$ cat src/hw/rtl/hrhp_pkg.sv
// Shared types, codes and character-class functions for the HTTP request header parser.
`timescale 1ns / 1ps
`default_nettype none

package hrhp_pkg;

  // Parse phases; codes 20..31 are never entered and reject every byte
  typedef enum logic [4:0] {
    PH_METHOD_START = 5'd0,
    PH_METHOD       = 5'd1,
    PH_URI          = 5'd2,
    PH_V_H          = 5'd3,
    PH_V_T1         = 5'd4,
    PH_V_T2         = 5'd5,
    PH_V_P          = 5'd6,
    PH_V_SLASH      = 5'd7,
    PH_MAJ_START    = 5'd8,
    PH_MAJ          = 5'd9,
    PH_MIN_START    = 5'd10,
    PH_MIN          = 5'd11,
    PH_NL1          = 5'd12,
    PH_LINE_START   = 5'd13,
    PH_LWS          = 5'd14,
    PH_NAME         = 5'd15,
    PH_SP_VALUE     = 5'd16,
    PH_VALUE        = 5'd17,
    PH_NL2          = 5'd18,
    PH_NL3          = 5'd19
  } phase_t;

  // Status codes
  localparam logic [1:0] ST_MORE = 2'd0;
  localparam logic [1:0] ST_GOOD = 2'd1;
  localparam logic [1:0] ST_BAD  = 2'd2;

  // Byte role codes
  localparam logic [2:0] RL_NONE     = 3'd0;
  localparam logic [2:0] RL_METHOD   = 3'd1;
  localparam logic [2:0] RL_URI      = 3'd2;
  localparam logic [2:0] RL_NEW_NAME = 3'd3;
  localparam logic [2:0] RL_NAME     = 3'd4;
  localparam logic [2:0] RL_VALUE    = 3'd5;

  // Characters of the grammar
  localparam logic [7:0] CH_SP    = 8'h20;
  localparam logic [7:0] CH_TAB   = 8'h09;
  localparam logic [7:0] CH_CR    = 8'h0D;
  localparam logic [7:0] CH_LF    = 8'h0A;
  localparam logic [7:0] CH_COLON = 8'h3A;
  localparam logic [7:0] CH_H     = 8'h48;
  localparam logic [7:0] CH_T     = 8'h54;
  localparam logic [7:0] CH_P     = 8'h50;
  localparam logic [7:0] CH_SLASH = 8'h2F;
  localparam logic [7:0] CH_DOT   = 8'h2E;
  localparam logic [7:0] CH_ZERO  = 8'h30;
  localparam logic [7:0] CH_NINE  = 8'h39;
  localparam logic [7:0] CH_DEL   = 8'h7F;
  localparam logic [7:0] CH_US    = 8'h1F;

  localparam logic [15:0] VER_MAX = 16'hFFFF;

  // Control character: 0..31 or DEL; high bytes are not controls
  function automatic logic ctl_byte(input logic [7:0] b);
    ctl_byte = (b <= CH_US) || (b == CH_DEL);
  endfunction

  // Separator set of the token grammar
  function automatic logic sep_byte(input logic [7:0] b);
    logic r;
    r = 1'b0;
    unique case (b)
      8'h28, 8'h29, 8'h3C, 8'h3E, 8'h40, 8'h2C, 8'h3B, 8'h3A, 8'h5C, 8'h22,
      8'h2F, 8'h5B, 8'h5D, 8'h3F, 8'h3D, 8'h7B, 8'h7D, 8'h20, 8'h09: r = 1'b1;
      default: r = 1'b0;
    endcase
    sep_byte = r;
  endfunction

  // Legal token character: 7-bit, not control, not separator
  function automatic logic token_byte(input logic [7:0] b);
    token_byte = !b[7] && !ctl_byte(b) && !sep_byte(b);
  endfunction

  function automatic logic digit_byte(input logic [7:0] b);
    digit_byte = (b >= CH_ZERO) && (b <= CH_NINE);
  endfunction

  // acc*10 + digit, saturating at 65535
  function automatic logic [15:0] acc_digit(input logic [15:0] acc, input logic [7:0] b);
    logic [19:0] v;
    v = {1'b0, acc, 3'b000} + {3'b000, acc, 1'b0} + {16'd0, b[3:0]};
    acc_digit = (v > {4'd0, VER_MAX}) ? VER_MAX : v[15:0];
  endfunction

endpackage

`default_nettype wire

$ cat src/hw/rtl/http_request_header_parser_top.sv
// HTTP request header parser: byte-wide parse state machine with a registered result word.
//
//   channel | direction | handshake          | payload
//   in_     | input     | in_valid/in_stall   | in_byte[7:0]
//   out_    | output    | out_valid/out_stall | out_status, out_byte_role, out_byte_out,
//           |           |                     | out_ver_major, out_ver_minor
//
// One word per cycle unless stalled; a result shows the cycle after its byte is taken.
// The parse phase, header flag and version accumulators update at the accept edge,
// so the next byte can follow immediately.
// in_stall is high only while a result is held and out_stall is high.
// Synchronous active-low reset returns to method start with cleared accumulators.
`timescale 1ns / 1ps
`default_nettype none

module http_request_header_parser_top (
  input  wire logic        clk,
  input  wire logic        rst_n,
  input  wire logic        in_valid,
  output logic             in_stall,
  input  wire logic [7:0]  in_byte,
  output logic             out_valid,
  input  wire logic        out_stall,
  output logic [1:0]       out_status,
  output logic [2:0]       out_byte_role,
  output logic [7:0]       out_byte_out,
  output logic [15:0]      out_ver_major,
  output logic [15:0]      out_ver_minor
);

  hrhp_pkg::phase_t phase_r, phase_nxt;
  logic             header_seen_r, header_seen_nxt;
  logic [15:0]      major_acc_r, major_acc_nxt;
  logic [15:0]      minor_acc_r, minor_acc_nxt;
  logic [1:0]       status_nxt;
  logic [2:0]       role_nxt;
  logic             accept;

  logic             out_valid_r;
  logic [1:0]       status_r;
  logic [2:0]       role_r;
  logic [7:0]       byte_r;
  logic [15:0]      ver_major_r;
  logic [15:0]      ver_minor_r;

  // Handshake: output register frees up when empty or being taken
  assign in_stall = out_valid_r && out_stall;
  assign accept   = in_valid && !in_stall;

  // Parse state registers
  always_ff @(posedge clk) begin
    if (!rst_n) begin
      phase_r       <= hrhp_pkg::PH_METHOD_START;
      header_seen_r <= 1'b0;
      major_acc_r   <= 16'd0;
      minor_acc_r   <= 16'd0;
    end else if (accept) begin
      phase_r       <= phase_nxt;
      header_seen_r <= header_seen_nxt;
      major_acc_r   <= major_acc_nxt;
      minor_acc_r   <= minor_acc_nxt;
    end
  end

  // Next phase, status and role for the byte at the input
  always_comb begin
    phase_nxt       = phase_r;
    header_seen_nxt = header_seen_r;
    major_acc_nxt   = major_acc_r;
    minor_acc_nxt   = minor_acc_r;
    status_nxt      = hrhp_pkg::ST_MORE;
    role_nxt        = hrhp_pkg::RL_NONE;
    unique case (phase_r)
      hrhp_pkg::PH_METHOD_START: begin
        if (hrhp_pkg::token_byte(in_byte)) begin
          phase_nxt = hrhp_pkg::PH_METHOD;
          role_nxt  = hrhp_pkg::RL_METHOD;
        end else status_nxt = hrhp_pkg::ST_BAD;
      end
      hrhp_pkg::PH_METHOD: begin
        if (in_byte == hrhp_pkg::CH_SP) phase_nxt = hrhp_pkg::PH_URI;
        else if (hrhp_pkg::token_byte(in_byte)) role_nxt = hrhp_pkg::RL_METHOD;
        else status_nxt = hrhp_pkg::ST_BAD;
      end
      hrhp_pkg::PH_URI: begin
        if (in_byte == hrhp_pkg::CH_SP) phase_nxt = hrhp_pkg::PH_V_H;
        else if (hrhp_pkg::ctl_byte(in_byte)) status_nxt = hrhp_pkg::ST_BAD;
        else role_nxt = hrhp_pkg::RL_URI;
      end
      hrhp_pkg::PH_V_H: begin
        if (in_byte == hrhp_pkg::CH_H) phase_nxt = hrhp_pkg::PH_V_T1;
        else status_nxt = hrhp_pkg::ST_BAD;
      end
      hrhp_pkg::PH_V_T1: begin
        if (in_byte == hrhp_pkg::CH_T) phase_nxt = hrhp_pkg::PH_V_T2;
        else status_nxt = hrhp_pkg::ST_BAD;
      end
      hrhp_pkg::PH_V_T2: begin
        if (in_byte == hrhp_pkg::CH_T) phase_nxt = hrhp_pkg::PH_V_P;
        else status_nxt = hrhp_pkg::ST_BAD;
      end
      hrhp_pkg::PH_V_P: begin
        if (in_byte == hrhp_pkg::CH_P) phase_nxt = hrhp_pkg::PH_V_SLASH;
        else status_nxt = hrhp_pkg::ST_BAD;
      end
      hrhp_pkg::PH_V_SLASH: begin
        // slash opens the version: clear both accumulators
        if (in_byte == hrhp_pkg::CH_SLASH) begin
          major_acc_nxt = 16'd0;
          minor_acc_nxt = 16'd0;
          phase_nxt     = hrhp_pkg::PH_MAJ_START;
        end else status_nxt = hrhp_pkg::ST_BAD;
      end
      hrhp_pkg::PH_MAJ_START: begin
        if (hrhp_pkg::digit_byte(in_byte)) begin
          major_acc_nxt = hrhp_pkg::acc_digit(major_acc_r, in_byte);
          phase_nxt     = hrhp_pkg::PH_MAJ;
        end else status_nxt = hrhp_pkg::ST_BAD;
      end
      hrhp_pkg::PH_MAJ: begin
        if (in_byte == hrhp_pkg::CH_DOT) phase_nxt = hrhp_pkg::PH_MIN_START;
        else if (hrhp_pkg::digit_byte(in_byte))
          major_acc_nxt = hrhp_pkg::acc_digit(major_acc_r, in_byte);
        else status_nxt = hrhp_pkg::ST_BAD;
      end
      hrhp_pkg::PH_MIN_START: begin
        if (hrhp_pkg::digit_byte(in_byte)) begin
          minor_acc_nxt = hrhp_pkg::acc_digit(minor_acc_r, in_byte);
          phase_nxt     = hrhp_pkg::PH_MIN;
        end else status_nxt = hrhp_pkg::ST_BAD;
      end
      hrhp_pkg::PH_MIN: begin
        if (in_byte == hrhp_pkg::CH_CR) phase_nxt = hrhp_pkg::PH_NL1;
        else if (hrhp_pkg::digit_byte(in_byte))
          minor_acc_nxt = hrhp_pkg::acc_digit(minor_acc_r, in_byte);
        else status_nxt = hrhp_pkg::ST_BAD;
      end
      hrhp_pkg::PH_NL1: begin
        if (in_byte == hrhp_pkg::CH_LF) phase_nxt = hrhp_pkg::PH_LINE_START;
        else status_nxt = hrhp_pkg::ST_BAD;
      end
      hrhp_pkg::PH_LINE_START: begin
        // continuation whitespace counts only after a header line has begun
        if (in_byte == hrhp_pkg::CH_CR) phase_nxt = hrhp_pkg::PH_NL3;
        else if (header_seen_r &&
                 (in_byte == hrhp_pkg::CH_SP || in_byte == hrhp_pkg::CH_TAB))
          phase_nxt = hrhp_pkg::PH_LWS;
        else if (hrhp_pkg::token_byte(in_byte)) begin
          header_seen_nxt = 1'b1;
          phase_nxt       = hrhp_pkg::PH_NAME;
          role_nxt        = hrhp_pkg::RL_NEW_NAME;
        end else status_nxt = hrhp_pkg::ST_BAD;
      end
      hrhp_pkg::PH_LWS: begin
        if (in_byte == hrhp_pkg::CH_CR) phase_nxt = hrhp_pkg::PH_NL2;
        else if (in_byte == hrhp_pkg::CH_SP || in_byte == hrhp_pkg::CH_TAB) begin
          phase_nxt = hrhp_pkg::PH_LWS;
        end else if (hrhp_pkg::ctl_byte(in_byte)) status_nxt = hrhp_pkg::ST_BAD;
        else begin
          phase_nxt = hrhp_pkg::PH_VALUE;
          role_nxt  = hrhp_pkg::RL_VALUE;
        end
      end
      hrhp_pkg::PH_NAME: begin
        if (in_byte == hrhp_pkg::CH_COLON) phase_nxt = hrhp_pkg::PH_SP_VALUE;
        else if (hrhp_pkg::token_byte(in_byte)) role_nxt = hrhp_pkg::RL_NAME;
        else status_nxt = hrhp_pkg::ST_BAD;
      end
      hrhp_pkg::PH_SP_VALUE: begin
        if (in_byte == hrhp_pkg::CH_SP) phase_nxt = hrhp_pkg::PH_VALUE;
        else status_nxt = hrhp_pkg::ST_BAD;
      end
      hrhp_pkg::PH_VALUE: begin
        if (in_byte == hrhp_pkg::CH_CR) phase_nxt = hrhp_pkg::PH_NL2;
        else if (hrhp_pkg::ctl_byte(in_byte)) status_nxt = hrhp_pkg::ST_BAD;
        else role_nxt = hrhp_pkg::RL_VALUE;
      end
      hrhp_pkg::PH_NL2: begin
        if (in_byte == hrhp_pkg::CH_LF) phase_nxt = hrhp_pkg::PH_LINE_START;
        else status_nxt = hrhp_pkg::ST_BAD;
      end
      hrhp_pkg::PH_NL3: begin
        // final LF: phase stays here, every later LF reports good again
        status_nxt = (in_byte == hrhp_pkg::CH_LF) ? hrhp_pkg::ST_GOOD : hrhp_pkg::ST_BAD;
      end
      default: status_nxt = hrhp_pkg::ST_BAD;
    endcase
  end

  // Output valid flag
  always_ff @(posedge clk) begin
    if (!rst_n) out_valid_r <= 1'b0;
    else if (accept) out_valid_r <= 1'b1;
    else if (!out_stall) out_valid_r <= 1'b0;
  end

  // Result word register
  always_ff @(posedge clk) begin
    if (accept) begin
      status_r    <= status_nxt;
      role_r      <= role_nxt;
      byte_r      <= in_byte;
      ver_major_r <= major_acc_nxt;
      ver_minor_r <= minor_acc_nxt;
    end
  end

  assign out_valid     = out_valid_r;
  assign out_status    = status_r;
  assign out_byte_role = role_r;
  assign out_byte_out  = byte_r;
  assign out_ver_major = ver_major_r;
  assign out_ver_minor = ver_minor_r;

  // A bad byte never carries a role
  a_bad_no_role: assert property (@(posedge clk) disable iff (!rst_n)
    out_valid_r && (status_r == hrhp_pkg::ST_BAD) |-> (role_r == hrhp_pkg::RL_NONE))
    else $error("bad result with a byte role");

  // A bad byte leaves the parse phase untouched
  a_bad_holds_phase: assert property (@(posedge clk) disable iff (!rst_n)
    accept && (status_nxt == hrhp_pkg::ST_BAD) |=> (phase_r == $past(phase_r)))
    else $error("phase moved on a bad byte");

  // Good status only from the final LF phase, which it keeps
  a_good_from_nl3: assert property (@(posedge clk) disable iff (!rst_n)
    accept && (status_nxt == hrhp_pkg::ST_GOOD) |=> (phase_r == hrhp_pkg::PH_NL3))
    else $error("good status outside the final LF phase");

  // Accumulators move only on an accepted word
  a_acc_stable: assert property (@(posedge clk) disable iff (!rst_n)
    !accept |=> ($stable(major_acc_r) && $stable(minor_acc_r)))
    else $error("version accumulator changed without a word");

  // Reported versions track the accumulators
  a_ver_match: assert property (@(posedge clk) disable iff (!rst_n)
    accept |=> (ver_major_r == major_acc_r) && (ver_minor_r == minor_acc_r))
    else $error("reported version differs from accumulator");

endmodule

`default_nettype wire

$ cat config.mk
export PLATFORM = sky130hd
export DESIGN_NAME = http_request_header_parser_top
export DESIGN_NICKNAME = d
export VERILOG_FILES = /design/src/hw/rtl/hrhp_pkg.sv /design/src/hw/rtl/http_request_header_parser_top.sv
export SDC_FILE = /design/constraint.sdc
export NUM_CORES = 1
export LEC_CHECK = 0
export BUFFER_PORTS_ARGS = -buffer_cell sky130_fd_sc_hd__buf_2
export CAP_MARGIN = 25
export CORE_MARGIN = 1.5
export CORE_UTILIZATION = 40
export CTS_BUF_LIST = sky130_fd_sc_hd__clkbuf_16
export DETAILED_ROUTE_END_ITERATION = 7
export GPL_TIMING_DRIVEN = 0
export PLACE_DENSITY_LB_ADDON = 0.08
export SYNTH_ARGS = -nofsm -noshare
export SYNTH_HDL_FRONTEND = slang
export SYNTH_SLANG_ARGS = --single-unit
$ cat constraint.sdc
create_clock -name clk -period 11.7 [get_ports clk]
set_clock_uncertainty 0.2 [all_clocks]
set_input_delay 2.34 -clock clk [delete_from_list [all_inputs] [get_ports clk]]
set_output_delay 2.34 -clock clk [all_outputs]
set_load 0.01 [all_outputs]
# After elaboration in Yosys (flattened, before gate mapping)
# Cells that the tools add are included.
word_totals:
  ff_bits: 84
  in_bits: 12
  output_inout_bits: 47
classes:
  addsub: 4
  n_lt_le_gt_ge: 5
  eq_ne: 64
  n_mux: 83
  n_bitwise: 2
  n_reduce_logical: 26
ops:
  columns: ["cell", "n"]
  rows:
  - ["2-to-1 mux 16 bit", 8]
  - ["2-to-1 mux 5 bit", 22]
  - ["equality test 8 x 6 -> 1 bit (second input constant)", 13]
  - ["one-hot mux 16 bit (3 select lines)", 2]
  - ["one-hot mux 5 bit (18 select lines)", 1]
  - ["equality test 8 x 7 -> 1 bit (second input constant)", 10]
  - ["2-to-1 mux 2 bit", 28]
  - ["adder 19 x 17 -> 20 bit", 2]
  - ["adder 20 x 4 -> 20 bit", 2]
  - ["equality test 5 x 4 -> 1 bit (second input constant)", 8]
  - ["greater-than comparator 20 x 16 -> 1 bit (second input constant)", 2]
  - ["one-hot mux 2 bit (17 select lines)", 1]
  - ["inequality test 2 bit (second input constant)", 15]
  - ["equality test 8 x 4 -> 1 bit (second input constant)", 3]
  - ["one-hot mux 3 bit (7 select lines)", 1]
  - ["equality test 5 x 3 -> 1 bit (second input constant)", 4]
  - ["equality test 5 bit (second input constant)", 4]
  - ["AND reduction 20 bit", 1]
  - ["OR reduction 19 bit", 1]
  - ["2-to-1 mux 3 bit", 6]
  - ["nonzero test 18 bit", 1]
  - ["2-to-1 mux 1 bit", 14]
  - ["equality test 5 x 2 -> 1 bit (second input constant)", 2]
  - ["logical AND 1 bit", 9]
  - ["other kinds (12)", 24]

# Longest topological paths before layout
logic_depth:
  word_depth: 12
  mapped_depth: 12

# Worst setup path after synthesis
# Ideal clock, no wire load.
synth_timing:
  path_type: "input to register"
  start: "input in_byte[3]"
  end: "register ver_major_r[6], in the netlist out_ver_major[6] (data pin)"
  setup_ps: 272
  arrival_ps: 5173
  required_time_ps: 11228
  path_slack_ps: 6055
  cell_stages: 10
  path_cell_list: "fa_1 fa_1 a211oi_1 nor3_1 or2_2 o41a_1 a21o_1 clkbuf_1 o311ai_0 o21ai_0"
synth_via:
  elab_chain_len: 6
synth_rtl:
  columns: ["element", "line_no", "rtl"]
  rows:
  - ["start: declaration", "http_request_header_parser_top.sv:21", "input wire logic [7:0] in_byte,"]
  - ["adder 20 x 4 -> 20 bit", "hrhp_pkg.sv:91", "v = {1'b0, acc, 3'b000} + {3'b000, acc, 1'b0} + {16'd0, b[3:0]};"]
  - ["greater-than comparator 20 x 16 -> 1 bit", "hrhp_pkg.sv:92", "acc_digit = (v > {4'd0, VER_MAX}) ? VER_MAX : v[15:0];"]
  - ["2-to-1 mux 16 bit", "hrhp_pkg.sv:92", null]
  - ["2-to-1 mux 16 bit", "http_request_header_parser_top.sv:115, http_request_header_parser_top.sv:122", null]
  - ["2-to-1 mux 16 bit", "http_request_header_parser_top.sv:121", "if (in_byte == hrhp_pkg::CH_DOT) phase_nxt = hrhp_pkg::PH_MIN_START;"]
  - ["one-hot mux 16 bit (3 select lines) *", "http_request_header_parser_top.sv:73", "unique case (phase_r)"]
  - ["named net major_acc_nxt[6]", "http_request_header_parser_top.sv:33", "logic [15:0] major_acc_r, major_acc_nxt;"]
  - ["end signal: assignment", "http_request_header_parser_top.sv:203", "ver_major_r <= major_acc_nxt;"]
  - ["end: declaration", "http_request_header_parser_top.sv:43", "logic [15:0] ver_major_r;"]
# Mark *: on every way through the listed nets, which the timed path passes. The rest lies on a longest branch.
# A chain may end at the register's enable or synchronous reset.

# Final worst setup path
# Ends and elaborated chain as after synthesis.

==> results.yml <==
power:
  p_sw_w: 0.000244
  intPower_w: 0.000547
  power.leakage_nw: 3.24
  p_comb_share_pct: 20.9
  p_per_area_nw_per_um2: 101
  ir_worst_vdd_v: 0.0000816
  p_clk_share_pct: 36.8
  seqPwrFrac_pct: 42.4
  sw_frac_of_total_pct: 30.8
floorplan:
  row_count: 47
  die_x_um: 135
  core_area_um2: 16800
  ios: 59
  dieHeight_um: 135
  initial_core_util_pct: 41.4
  die-area_um2: 18200
timing:
  setup_tns_ps: 0
  fin_ws_ps: 5660
  worst_pin_slew_ps: 973
  relSlewSlack_pct: 34.7
  setup_viol: 0
  fmax_mhz: 166
  slew_viol_final: 0
  grt_setup_unrepaired: "false"
  period_share_pct: 51.6
  fin_crit_ps: 6040
  report.final.hold_viol_count: 0
drt:
  wl_per_cell_um: 19.0
  drc: 0
  drt_iter0_drc: 599
  num_vias: 6876
  vias_per_cell: 6.14
  ant_nets: 0
  finalWirelength_um: 21300
  dr.pass1.iters: 5
synthesis:
  seq_area_frac_synth_pct: 30.7
  syn_avg_cell_area_um2: 8.40
  ys.flop_type: "edfxtp_1"
  synthArstFlopShare_pct: 0
  synth.most_common_cell: "nand2_1"
  syn_area_um2: 6940
  ys_top_cells_by_count: "nand2_1, a21oi_1, ha_1"
  yosysWarnings: 0
  synth_top_area_cell: "edfxtp_1"
  syn_inst: 826
  synth_top_area_share_pct: 19.5
  ys_ff_latch: 84
  synth-edff-count: 45
  ys_top_cells_by_area: "edfxtp_1, dfxtp_1, ha_1, nand2_1, a21oi_1"
  yosysUniqueCellTypes: 78
  syn_nets: 904
setup_path:
  crit_chain: "buf_2 > fa_1 > fa_1 > a211oi_1 > nor3_1 > or2_2 > o41a_1 > a21o_1 > clkbuf_1 > o311ai_0 > o21ai_0"
  cp_common_cell: "fa_1"
  endpoint_kind: "flop"
  cpPeakStageDelay_ps: 550
  required_ps: 11560
  worstSetupPathType: "in2reg"
  critPathTopFamily: "compound AO/OA/AOI/OAI gates"
  path_depth: 11
  r2r_cells: 11
  crit_arrival_ps: 5900
  reg2reg_setup_slack_ps: 7480
  critical_path_buf_inv_count: 2
  critPathSlowestCell: "fa_1"
  crit_fanout: 10
  crit_path_start_kind: "input port"
cts:
  cts_resized: 0
  insertion_delay_ps: 340
  post_cts_buffers: 0
  cts_buffer_depth: 2
  cts_max_level: 3
  clk_pin_slew_worst_paths_ps: 60
  root_buffer: "clkbuf_16"
  tritoncts: "built"
  cts_sinks: 84
  cts_made_buffers: 9
  cts_hold_buf: 0
global_routing:
  first_global_vias: 6418
  grt_max_degree: 32
  grt_pass1_wl_um: 33900
  grt_use_total_pct: 23.3
  antenna_found_initial: 0
  grt-ovfl-total: 0
run:
  drv_cap: 0
placement:
  io_buffer_count: 57
  dpl.hpwl_um: 16000
  dp_slack_ps: 5390
  place_congestion: 0.982
min_path:
  holdPathStages: 2
  hold_path_class: "reg2reg"
final_layout:
  post_route_cells_drive_above_1_share_pct: 12.2
  syn2layout_area_growth_pct: 12.6
  diodes: 0
  final_util_pct: 46.6
  nets: 973
outcome:
  status: "finished clean"
-- per-layer routing --
metal	global-route usage (%)	vias to the layer above	wire [um]
met5	0	-	0
met1	32.4	3284	10100
li1	-	3318	-
met4	6.09	0	335
met2	37.8	243	9750
met3	3.68	31	1110
-- flip-flops by register name (all words and copies together), names as in the netlist --
name,flops
out_ver_minor,16
out_byte_role,3
header_seen_r,1
out_ver_major,16
major_acc_r,16
out_status,2
out_valid,1
out_byte_out,8
minor_acc_r,16
phase_r,5
-- cell usage in the layout (no fill, tap or decap), drive strengths merged, types with 5 or more instances in the layout --
| cell type | count |
|---|---|
| a21oi | 72 |
| a311oi | 6 |
| a2111oi | 6 |
| a21o | 22 |
| a211o | 5 |
| o41ai | 10 |
| dfxtp | 39 |
| o21a | 11 |
| edfxtp | 45 |
| a211oi | 23 |
| buf | 78 |
| clkbuf | 47 |
| or3 | 5 |
| nor4 | 22 |
| a221oi | 5 |
| o211ai | 13 |
| nand2b | 12 |
| nand4 | 9 |
| o22ai | 7 |
| xor2 | 12 |
| o21ai | 57 |
| or2 | 5 |
| nor2 | 45 |
| and3 | 5 |
| a22oi | 6 |
| nand2 | 102 |
| nor4b | 6 |
| nor3 | 30 |
| xnor2 | 10 |
| inv | 13 |
| a31oi | 11 |
| nand3 | 17 |
| nor2b | 11 |
| o31ai | 13 |
| ha | 62 |
-- per-stage QoR --
stage / hold WS, ps / power (W) / area [um^2] / cells
2_1_floorplan: 259 / 0.000453 / 6940 / 826
3_3_place_gp: 289 / 0.000504 / 7500 / 1103
3_5_place_dp: 308 / 0.000503 / 7520 / 1104
4_1_cts: 322 / 0.000798 / 7820 / 1120
5_1_grt: 349 / 0.000826 / 7820 / 1120
6_report: 313 / 0.000790 / 7820 / 1120
-- kinds of logic after synthesis --
group / Yosys count / share of synthesized area, %
AO/OA/AOI/OAI: 290 / 27.6
multiplexers: 4 / 0.595
buffers and inverters: 70 / 4.49
adder cells (fa/ha/maj): 66 / 12.3
XOR/XNOR: 22 / 2.78
flip-flops: 84 / 30.7
AND/OR/NAND/NOR: 290 / 21.5
-- power by group through the flow --
stage / Combinational (W) / Sequential, W / Clock (W)
floorplan: 0.000109 / 0.000345 / 0
global placement: 0.000162 / 0.000341 / 0
detailed placement: 0.000162 / 0.000341 / 0
CTS: 0.000163 / 0.000335 / 0.000300
global route: 0.000181 / 0.000336 / 0.000309
finish: 0.000165 / 0.000335 / 0.000291
-- worst paths after layout --
path | start | endpoint
worst max-delay path | in_byte[3] | out_ver_major[6]$_DFFE_PP_
worst min-delay path | header_seen_r$_SDFFE_PN0P_ | header_seen_r$_SDFFE_PN0P_
worst max register to register | minor_acc_r[0]$_SDFFE_PN0P_ | minor_acc_r[13]$_SDFFE_PN0P_
worst min register to register | header_seen_r$_SDFFE_PN0P_ | header_seen_r$_SDFFE_PN0P_
-- area by class of cell --
class                           count  area (um^2)
Clock inverter                      7         68.8
Tap cell                          220          275
Inverter                           12         45.0
Timing Repair Buffer               58          305
Fill cell                        1679         8940
Sequential cell                    84         2130
Clock buffer                        9          225
Buffer                             58          267
Multi-Input combinational cell    672         4500
-- worst min-delay path: cells and delay by family (launching register included) --
kind            cells  cell delay, ps
simple gates        1              70
compound gates      1              50
flops               1             350
(Power assumes the default switching activity.)
